File: config.mk
export PLATFORM = sky130hd
export DESIGN_NAME = idle_line_frame_ring_top
export DESIGN_NICKNAME = d
export VERILOG_FILES = /design/src/rtl/core/ilfr_pkg.sv /design/src/rtl/core/ilfr_out_buf.sv /design/src/rtl/core/idle_line_frame_ring_top.sv
export SDC_FILE = /design/constraint.sdc
export NUM_CORES = 2
export LEC_CHECK = 0
export BUFFER_PORTS_ARGS = -buffer_cell sky130_fd_sc_hd__buf_2
export CORE_MARGIN = 2
export CORE_UTILIZATION = 40
export CTS_BUF_LIST = sky130_fd_sc_hd__clkbuf_4 sky130_fd_sc_hd__clkbuf_8
export CTS_CLUSTER_DIAMETER = 80
export DETAILED_ROUTE_END_ITERATION = 8
export RECOVER_POWER = 25
export SETUP_SLACK_MARGIN = 0.15
export SYNTH_ARGS = -nofsm -noshare
export SYNTH_HDL_FRONTEND = slang
export SYNTH_SLANG_ARGS = --single-unit
File: constraint.sdc
create_clock -name clk -period 7.35 [get_ports clk]
set_input_delay 1.1025 -clock clk [delete_from_list [all_inputs] [get_ports clk]]
set_output_delay 1.1025 -clock clk [all_outputs]
set_load 0.02 [all_outputs]
File: src/rtl/core/ilfr_pkg.sv
// package for the idle-line frame ring: payload structs, item kinds and sizing defaults
// no dependencies; imported by every module of the block
`timescale 1ns / 1ps

package ilfr_pkg;

    localparam int ILFR_STORE_BYTES = 256;
    localparam int ILFR_MAX_FRAME   = 64;
    localparam int ILFR_SLOTS       = 8;

    localparam int DATA_W   = 8;
    localparam int LEN_W    = 7;
    localparam int KIND_W   = 2;
    localparam int READ_CAP = 64;

    localparam logic [KIND_W-1:0] KIND_RX   = 2'd0;
    localparam logic [KIND_W-1:0] KIND_IDLE = 2'd1;
    localparam logic [KIND_W-1:0] KIND_READ = 2'd2;

    typedef struct packed {
        logic [KIND_W-1:0] kind;
        logic [DATA_W-1:0] rx_byte;
        logic [LEN_W-1:0]  max_len;
    } item_t;

    typedef struct packed {
        logic [DATA_W-1:0] data_byte;
        logic [LEN_W-1:0]  frame_len;
        logic              found;
        logic              last;
    } result_t;

    // everything of a result except the byte, which the store delivers in the cycle after the push
    typedef struct packed {
        logic [LEN_W-1:0] frame_len;
        logic             found;
        logic             last;
        logic             use_mem;
    } push_t;

endpackage

File: src/rtl/core/ilfr_out_buf.sv
// result buffer: joins store read data with its result fields, two-entry skid toward the output
// depends on ilfr_pkg
`timescale 1ns / 1ps

module ilfr_out_buf
    import ilfr_pkg::*;
(
    input  logic    clk,
    input  logic    rst_n,
    input  logic    push,
    input  push_t   push_meta,
    input  logic [DATA_W-1:0] mem_byte,
    output logic    credit,
    output logic    result_valid,
    input  logic    result_stall,
    output result_t result
);

    logic    pend_reg, pend_next;
    push_t   pend_meta_reg, pend_meta_next;
    logic    hold_valid_reg, hold_valid_next;
    result_t hold_reg, hold_next;
    logic    out_valid_reg, out_valid_next;
    result_t out_reg, out_next;

    logic    take;
    logic    out_free;
    result_t pend_item;
    logic [1:0] occ;

    assign take     = out_valid_reg && !result_stall;
    assign out_free = !out_valid_reg || take;

    assign pend_item.data_byte = pend_meta_reg.use_mem ? mem_byte : '0;
    assign pend_item.frame_len = pend_meta_reg.frame_len;
    assign pend_item.found     = pend_meta_reg.found;
    assign pend_item.last      = pend_meta_reg.last;

    // entries in flight once this cycle's transaction leaves; at most two may be owed
    assign occ    = 2'(out_valid_reg) + 2'(hold_valid_reg) + 2'(pend_reg) - 2'(take);
    assign credit = (occ < 2'd2);

    always_comb
    begin
        pend_next       = push;
        pend_meta_next  = push_meta;
        hold_valid_next = hold_valid_reg;
        hold_next       = hold_reg;
        out_valid_next  = out_valid_reg;
        out_next        = out_reg;
        if (out_free)
        begin
            if (hold_valid_reg)
            begin
                out_valid_next = 1'b1;
                out_next       = hold_reg;
                if (pend_reg)
                begin
                    hold_next = pend_item;
                end
                else
                begin
                    hold_valid_next = 1'b0;
                end
            end
            else if (pend_reg)
            begin
                out_valid_next = 1'b1;
                out_next       = pend_item;
            end
            else
            begin
                out_valid_next = 1'b0;
            end
        end
        else if (pend_reg)
        begin
            hold_valid_next = 1'b1;
            hold_next       = pend_item;
        end
    end

    always_ff @(posedge clk or negedge rst_n)
    begin
        if (!rst_n)
        begin
            pend_reg       <= 1'b0;
            hold_valid_reg <= 1'b0;
            out_valid_reg  <= 1'b0;
        end
        else
        begin
            pend_reg       <= pend_next;
            hold_valid_reg <= hold_valid_next;
            out_valid_reg  <= out_valid_next;
        end
    end

    always_ff @(posedge clk)
    begin
        pend_meta_reg <= pend_meta_next;
        hold_reg      <= hold_next;
        out_reg       <= out_next;
    end

    assign result_valid = out_valid_reg;
    assign result       = out_reg;

endmodule

File: src/rtl/core/idle_line_frame_ring_top.sv
// idle-line frame ring: byte store, descriptor ring and read sequencer
// depends on ilfr_pkg and ilfr_out_buf
`timescale 1ns / 1ps

// Receive-side frame store for a serial link.
// item channel (item_valid/item_stall/item): kind RX writes rx_byte into the current
// frame, kind IDLE closes the frame into the descriptor ring, kind READ pops the
// oldest frame and returns up to max_len (at most 64) of its bytes. kind 3 is ignored.
// result channel (result_valid/result_stall/result): one transaction per byte read,
// last marks the final one; an empty ring or a zero-length read gives a single result.
// RX and IDLE never stall the item channel, so bytes may arrive back to back.
// A READ stalls the item channel while its descriptor is read and its bytes issued;
// the byte store streams one byte per cycle while the output buffer has credit, and
// the descriptor ring read is registered. A first byte passes the ring read, the
// store read and the output buffer; an empty ring or zero-length read skips the store.
// Reset clears the ring pointers and the frame counters; the memories hold no reset
// value and need no clearing pass, so items are taken right after reset.
// When the receiver stalls, results wait in a two-entry output buffer and the store
// reads pause; item_stall stays high until every byte read of a READ is issued.

module idle_line_frame_ring_top
    import ilfr_pkg::*;
#(
    parameter int STORE_BYTES = ILFR_STORE_BYTES,
    parameter int MAX_FRAME   = ILFR_MAX_FRAME,
    parameter int SLOTS       = ILFR_SLOTS
)
(
    input  logic    clk,
    input  logic    rst_n,
    input  logic    item_valid,
    output logic    item_stall,
    input  item_t   item,
    output logic    result_valid,
    input  logic    result_stall,
    output result_t result
);

    localparam int ADDR_W = $clog2(STORE_BYTES);
    localparam int CNT_W  = $clog2(MAX_FRAME + 1);
    localparam int SLOT_W = $clog2(SLOTS);
    localparam int SUM_W  = $clog2(STORE_BYTES + MAX_FRAME + 1);
    localparam int DESC_W = ADDR_W + CNT_W;

    localparam logic [1:0] S_IDLE   = 2'd0;
    localparam logic [1:0] S_DESC   = 2'd1;
    localparam logic [1:0] S_STREAM = 2'd2;

    logic [1:0]        state_reg, state_next;
    logic [SLOT_W-1:0] write_slot_reg, write_slot_next;
    logic [SLOT_W-1:0] read_slot_reg, read_slot_next;
    logic [ADDR_W-1:0] frame_start_reg, frame_start_next;
    logic [CNT_W-1:0]  frame_count_reg, frame_count_next;
    logic [LEN_W-1:0]  want_reg, want_next;
    logic              empty_reg, empty_next;
    logic [ADDR_W-1:0] addr_reg, addr_next;
    logic [LEN_W-1:0]  rem_reg, rem_next;
    logic [LEN_W-1:0]  len_reg, len_next;

    // memories
    logic [DATA_W-1:0] byte_mem [STORE_BYTES];
    logic [DESC_W-1:0] ring_mem [SLOTS];
    logic [DATA_W-1:0] byte_rdata_reg;
    logic [DESC_W-1:0] ring_rdata_reg;

    logic              byte_we, byte_re, ring_we, ring_re;
    logic [ADDR_W-1:0] byte_waddr;
    logic [DESC_W-1:0] ring_wdata;

    logic              accept;
    logic              push;
    push_t             push_meta;
    logic              credit;

    logic [ADDR_W:0]   wsum;
    logic [SUM_W-1:0]  fsum;
    logic [ADDR_W-1:0] fill_next;
    logic [ADDR_W-1:0] desc_start;
    logic [CNT_W-1:0]  desc_len;
    logic [LEN_W-1:0]  read_len;
    logic [LEN_W-1:0]  max_clamped;
    logic [SLOT_W:0]   wslot_inc, rslot_inc;
    logic [SLOT_W-1:0] wslot_step, rslot_step;
    logic [ADDR_W:0]   addr_inc;

    assign item_stall = (state_reg != S_IDLE);
    assign accept     = item_valid && !item_stall;

    // byte address of the current frame, wrapped around the store
    assign wsum       = {1'b0, frame_start_reg} + (ADDR_W + 1)'(frame_count_reg);
    assign byte_waddr = (wsum >= (ADDR_W + 1)'(STORE_BYTES))
                      ? ADDR_W'(wsum - (ADDR_W + 1)'(STORE_BYTES)) : wsum[ADDR_W-1:0];

    // next fill offset; wraps to zero when less than one full frame of space is left
    assign fsum      = SUM_W'(frame_start_reg) + SUM_W'(frame_count_reg);
    assign fill_next = (fsum > SUM_W'(STORE_BYTES - MAX_FRAME)) ? '0 : fsum[ADDR_W-1:0];

    assign wslot_inc  = (SLOT_W + 1)'(write_slot_reg) + 1'b1;
    assign wslot_step = (wslot_inc >= (SLOT_W + 1)'(SLOTS - 1)) ? '0 : wslot_inc[SLOT_W-1:0];
    assign rslot_inc  = (SLOT_W + 1)'(read_slot_reg) + 1'b1;
    assign rslot_step = (rslot_inc >= (SLOT_W + 1)'(SLOTS - 1)) ? '0 : rslot_inc[SLOT_W-1:0];

    assign max_clamped = (item.max_len > LEN_W'(READ_CAP)) ? LEN_W'(READ_CAP) : item.max_len;

    assign desc_start = ring_rdata_reg[CNT_W +: ADDR_W];
    assign desc_len   = ring_rdata_reg[CNT_W-1:0];
    assign read_len   = (LEN_W'(desc_len) > want_reg) ? want_reg : LEN_W'(desc_len);

    assign addr_inc   = {1'b0, addr_reg} + 1'b1;
    assign ring_wdata = {frame_start_reg, frame_count_reg};

    always_comb
    begin
        state_next       = state_reg;
        write_slot_next  = write_slot_reg;
        read_slot_next   = read_slot_reg;
        frame_start_next = frame_start_reg;
        frame_count_next = frame_count_reg;
        want_next        = want_reg;
        empty_next       = empty_reg;
        addr_next        = addr_reg;
        rem_next         = rem_reg;
        len_next         = len_reg;
        byte_we          = 1'b0;
        byte_re          = 1'b0;
        ring_we          = 1'b0;
        ring_re          = 1'b0;
        push             = 1'b0;
        push_meta        = '0;
        case (state_reg)
            S_IDLE:
            begin
                if (accept)
                begin
                    case (item.kind)
                        KIND_RX:
                        begin
                            if (frame_count_reg < CNT_W'(MAX_FRAME))
                            begin
                                byte_we          = 1'b1;
                                frame_count_next = frame_count_reg + 1'b1;
                            end
                        end
                        KIND_IDLE:
                        begin
                            ring_we          = 1'b1;
                            write_slot_next  = wslot_step;
                            frame_start_next = fill_next;
                            frame_count_next = '0;
                        end
                        KIND_READ:
                        begin
                            // descriptor arrives next cycle; the ring write of an
                            // earlier close has already landed, so no forwarding
                            ring_re    = 1'b1;
                            want_next  = max_clamped;
                            empty_next = (read_slot_reg == write_slot_reg);
                            state_next = S_DESC;
                        end
                        default:
                        begin
                        end
                    endcase
                end
            end
            S_DESC:
            begin
                if (!empty_reg && read_len != '0)
                begin
                    read_slot_next = rslot_step;
                    addr_next      = desc_start;
                    rem_next       = read_len;
                    len_next       = read_len;
                    state_next     = S_STREAM;
                end
                else if (credit)
                begin
                    // empty ring or zero-length read: one result with no byte
                    push              = 1'b1;
                    push_meta.found   = !empty_reg;
                    push_meta.last    = 1'b1;
                    if (!empty_reg)
                    begin
                        read_slot_next = rslot_step;
                    end
                    state_next = S_IDLE;
                end
            end
            S_STREAM:
            begin
                if (credit)
                begin
                    byte_re             = 1'b1;
                    push                = 1'b1;
                    push_meta.frame_len = len_reg;
                    push_meta.found     = 1'b1;
                    push_meta.last      = (rem_reg == LEN_W'(1));
                    push_meta.use_mem   = 1'b1;
                    addr_next = (addr_inc == (ADDR_W + 1)'(STORE_BYTES))
                              ? '0 : addr_inc[ADDR_W-1:0];
                    rem_next  = rem_reg - 1'b1;
                    if (rem_reg == LEN_W'(1))
                    begin
                        state_next = S_IDLE;
                    end
                end
            end
            default:
            begin
                state_next = S_IDLE;
            end
        endcase
    end

    always_ff @(posedge clk or negedge rst_n)
    begin
        if (!rst_n)
        begin
            state_reg       <= S_IDLE;
            write_slot_reg  <= '0;
            read_slot_reg   <= '0;
            frame_start_reg <= '0;
            frame_count_reg <= '0;
        end
        else
        begin
            state_reg       <= state_next;
            write_slot_reg  <= write_slot_next;
            read_slot_reg   <= read_slot_next;
            frame_start_reg <= frame_start_next;
            frame_count_reg <= frame_count_next;
        end
    end

    always_ff @(posedge clk)
    begin
        want_reg  <= want_next;
        empty_reg <= empty_next;
        addr_reg  <= addr_next;
        rem_reg   <= rem_next;
        len_reg   <= len_next;
    end

    always_ff @(posedge clk)
    begin
        if (byte_we)
        begin
            byte_mem[byte_waddr] <= item.rx_byte;
        end
        if (byte_re)
        begin
            byte_rdata_reg <= byte_mem[addr_reg];
        end
    end

    always_ff @(posedge clk)
    begin
        if (ring_we)
        begin
            ring_mem[write_slot_reg] <= ring_wdata;
        end
        if (ring_re)
        begin
            ring_rdata_reg <= ring_mem[read_slot_reg];
        end
    end

    ilfr_out_buf u_out_buf
    (
        .clk          (clk),
        .rst_n        (rst_n),
        .push         (push),
        .push_meta    (push_meta),
        .mem_byte     (byte_rdata_reg),
        .credit       (credit),
        .result_valid (result_valid),
        .result_stall (result_stall),
        .result       (result)
    );

endmodule

==> impl_metrics.yaml <==
worst_setup_path:
  cp-end-kind: "flip-flop"
  worstReg2RegEnd: "byte_rdata_reg[1]"
  critPathSlowestCell: "clkbuf_1"
  timing.rr.start: "addr_reg[1]"
  cpPeakStageDelay_ns: 4.28
  cp_max_fo: 103
  worst_ep_arrival_time_ns: 6.61
  worstSetupStartpoint: "item[14]"
  cp.required_ns: 8.07
  r2r_cells: 8
  worstSetupPathType: "primary input to flip-flop"
  cp_cell_sequence: "clkbuf_1, buf_4"
  crit_family: "buffers and inverters"
  cp_num_cells: 2
  crit_path_end: "byte_mem[75][7]"
  critPathBufInv: 2
  cp-start-kind: "primary input"
  rrSetupSlack_ns: 2.64
synth:
  synth-seq-area-share: 0.7676
  synth_area_sq_um: 89330
  ys_types: 71
  synth_edf_count: 2255
  synth_ff_type: "edfxtp_1"
  synth_area_per_cell_sq_um: 21.76
  synth_cells: 4105
  synth.area.top_cells: "edfxtp_1, mux4_2, nor2_1"
  synth-seq-cells: 2291
  syn_nets: 4154
  synth_warnings: 0
  synthArstFlopShare: 0.01135
  synth_top_area_share: 0.7580
  synth_top_cell_by_area: "edfxtp_1"
die:
  start_util: 0.4022
  dieWidth_um: 476.6
  std_cell_rows: 173
  die_y_um: 476.6
  design.portCount: 40
  die-area_sq_um: 227100
  fp.coreArea_sq_um: 222100
clock_tree:
  cts.repair.resized: 0
  clk_path_buf_depth: 4
  post-cts-setup-buffers: 0
  postCtsHoldBufs: 0
  cts_root_buf: "clkbuf_8"
  h-tree-depth: 5
  clock_sinks: 2291
  insertion_delay_ns: 1.07
  cts_buffers: 376
  clkTransAtPathRegs_ns: 0.06
  cts_tree: "built"
final_layout:
  largest_register: "byte_mem"
  layout-drive-gt1-share: 0.2949
  fin_util: 0.4514
  instances_no_fill: 7620
  fin_area_sq_um: 100200
  final_nets: 4418
  num-fill-cells: 18540
  top_regs: "byte_mem: 2048 flops, ring_mem: 120 flops"
  layout_common_cells: "edfxtp_1, mux4_2, clkbuf_8, nor2_1, clkbuf_4"
  multi_input_area_sq_um: 19480
  area_growth_pct: 12.23
  mostFrequentLayoutCell: "edfxtp_1"
  largest_register_ff_count: 2048
  final-seq-area_sq_um: 68570
drt:
  drt-vias-per-instance: 5.622
  ant_nets: 0
  first_pass_iters: 7
  remaining_drc_errors: 0
  drtIter0Drc: 4510
  routed_wirelength_um: 222800
  vias: 42840
  wl_per_cell_um: 29.24
placement:
  dp_cells: 6966
  gp_congestion: 0.8022
  portBuffers: 39
  placed_area_sq_um: 92980
  dp_hpwl_um: 126400
grt:
  track_usage: 0.1944
  grt_pass1_vias: 44210
  grt_start_max_net_pins: 175
  overflow: 0
  grt_pass1_wl_um: 320300
  antenna_found_initial: 12
timing:
  finalSetupTns_ns: 0
  period_minus_slack_ns: 5.889
  whs_ns: 0.3698
  fmax_ghz: 0.1698
  fin_crit_sh: 0.8012
  tightestPinTransition_ns: 6.246
  hold_viol_final: 0
  skew_ns: 0.1002
  slew_viol_final: 726
  rsz0062_at_grt: "false"
  setup_viol: 0
  relSlewSlack: -3.164
power_and_ir_drop:
  ir_drop_v: 0.0003145
  switchingPower_mw: 10.41
  p_sw_frac: 0.2974
  power_frac_seq: 0.426
  powerDensity_nw_per_um2: 349.1
  leakagePower_nw: 31.10
  p_clk_frac: 0.316
  internal-power_mw: 24.59
  pwr-share-comb: 0.258
flow_run:
  cap_viol_max_count: 9
status:
  violations: "max-capacitance violations, max-slew violations"
  status: "finished, violations left"
hold_path:
  worst_hold_path_type: "primary input to flip-flop"
==> Yosys cell counts (27+ instances only) <==
cell type,n
mux2i_1,34
a22oi_1,63
inv_1,27
edfxtp_1,2255
nand2_1,61
mux2_2,39
mux4_2,602
nand3_1,27
buf_2,57
a21oi_1,54
clkbuf_1,107
buf_4,31
nor3_1,29
ha_1,27
a22o_1,29
nor2_1,314
==> power by group through the flow <==
| stage | sequential (mW) | combinational [mW] | clock (mW) |
|---|---|---|---|
| 2_1_floorplan | 15.0 | 6.12 | 0 |
| 3_3_place_gp | 15.2 | 9.07 | 0 |
| 3_5_place_dp | 15.2 | 9.11 | 0 |
| 4_1_cts | 14.9 | 9.14 | 11.2 |
| 5_1_grt | 14.9 | 9.48 | 11.8 |
| 6_report | 14.9 | 9.04 | 11.0 |
==> worst min-delay path by stage <==
stage                                 from                    end  slack [ns]  depth (start not counted)
finish                             item[3]            want_reg[3]        0.37                          2
global route                       item[2]            want_reg[2]        0.33                          2
CTS                                  rst_n       read_slot_reg[2]        0.01                          1
detailed placement  u_out_buf.pend_item[5]  u_out_buf.hold_reg[5]        0.41                          0
global placement    u_out_buf.pend_item[7]  u_out_buf.hold_reg[7]        0.41                          0
floorplan           u_out_buf.pend_item[0]  u_out_buf.hold_reg[0]        0.40                          0
==> per-layer routing <==
layer	part of all wire	GRT usage	vias to the layer above
li1	-	-	17730
met1	0.41	0.2654	22940
met2	0.49	0.3144	1798
met3	0.076	0.04032	373
met4	0.028	0.06078	2
met5	0.000081	0	-
==> cells by family after synthesis <==
| logic type | after synthesis | share of synthesized area |
|---|---|---|
| adder cells (fa/ha/maj) | 29 | 0.004118 |
| buffers and inverters | 266 | 0.01552 |
| AO/OA/AOI/OAI | 277 | 0.02224 |
| XOR/XNOR | 31 | 0.003208 |
| flip-flops | 2291 | 0.7676 |
| AND/OR/NAND/NOR | 535 | 0.02671 |
| multiplexers | 676 | 0.1606 |
==> per-stage QoR <==
stage / setup slack (ns) / total power [mW]
6_report: 1.461 / 35.00
5_1_grt: 1.229 / 36.21
4_1_cts: 2.693 / 35.28
3_5_place_dp: 2.715 / 24.28
3_3_place_gp: 2.709 / 24.23
2_1_floorplan: 3.426 / 21.17
==> final cells by class <==
cell class / instances / area share
Sequential cell: 2291 / 0.6840
Timing Repair Buffer: 125 / 0.01032
Clock inverter: 158 / 0.01161
Inverter: 27 / 0.001011
Antenna cell: 2 / 0.00004992
Clock buffer: 494 / 0.06158
Multi-Input combinational cell: 1548 / 0.1943
Tap cell: 2975 / 0.03713
No activity file was read; power rests on OpenSTA's default activity.
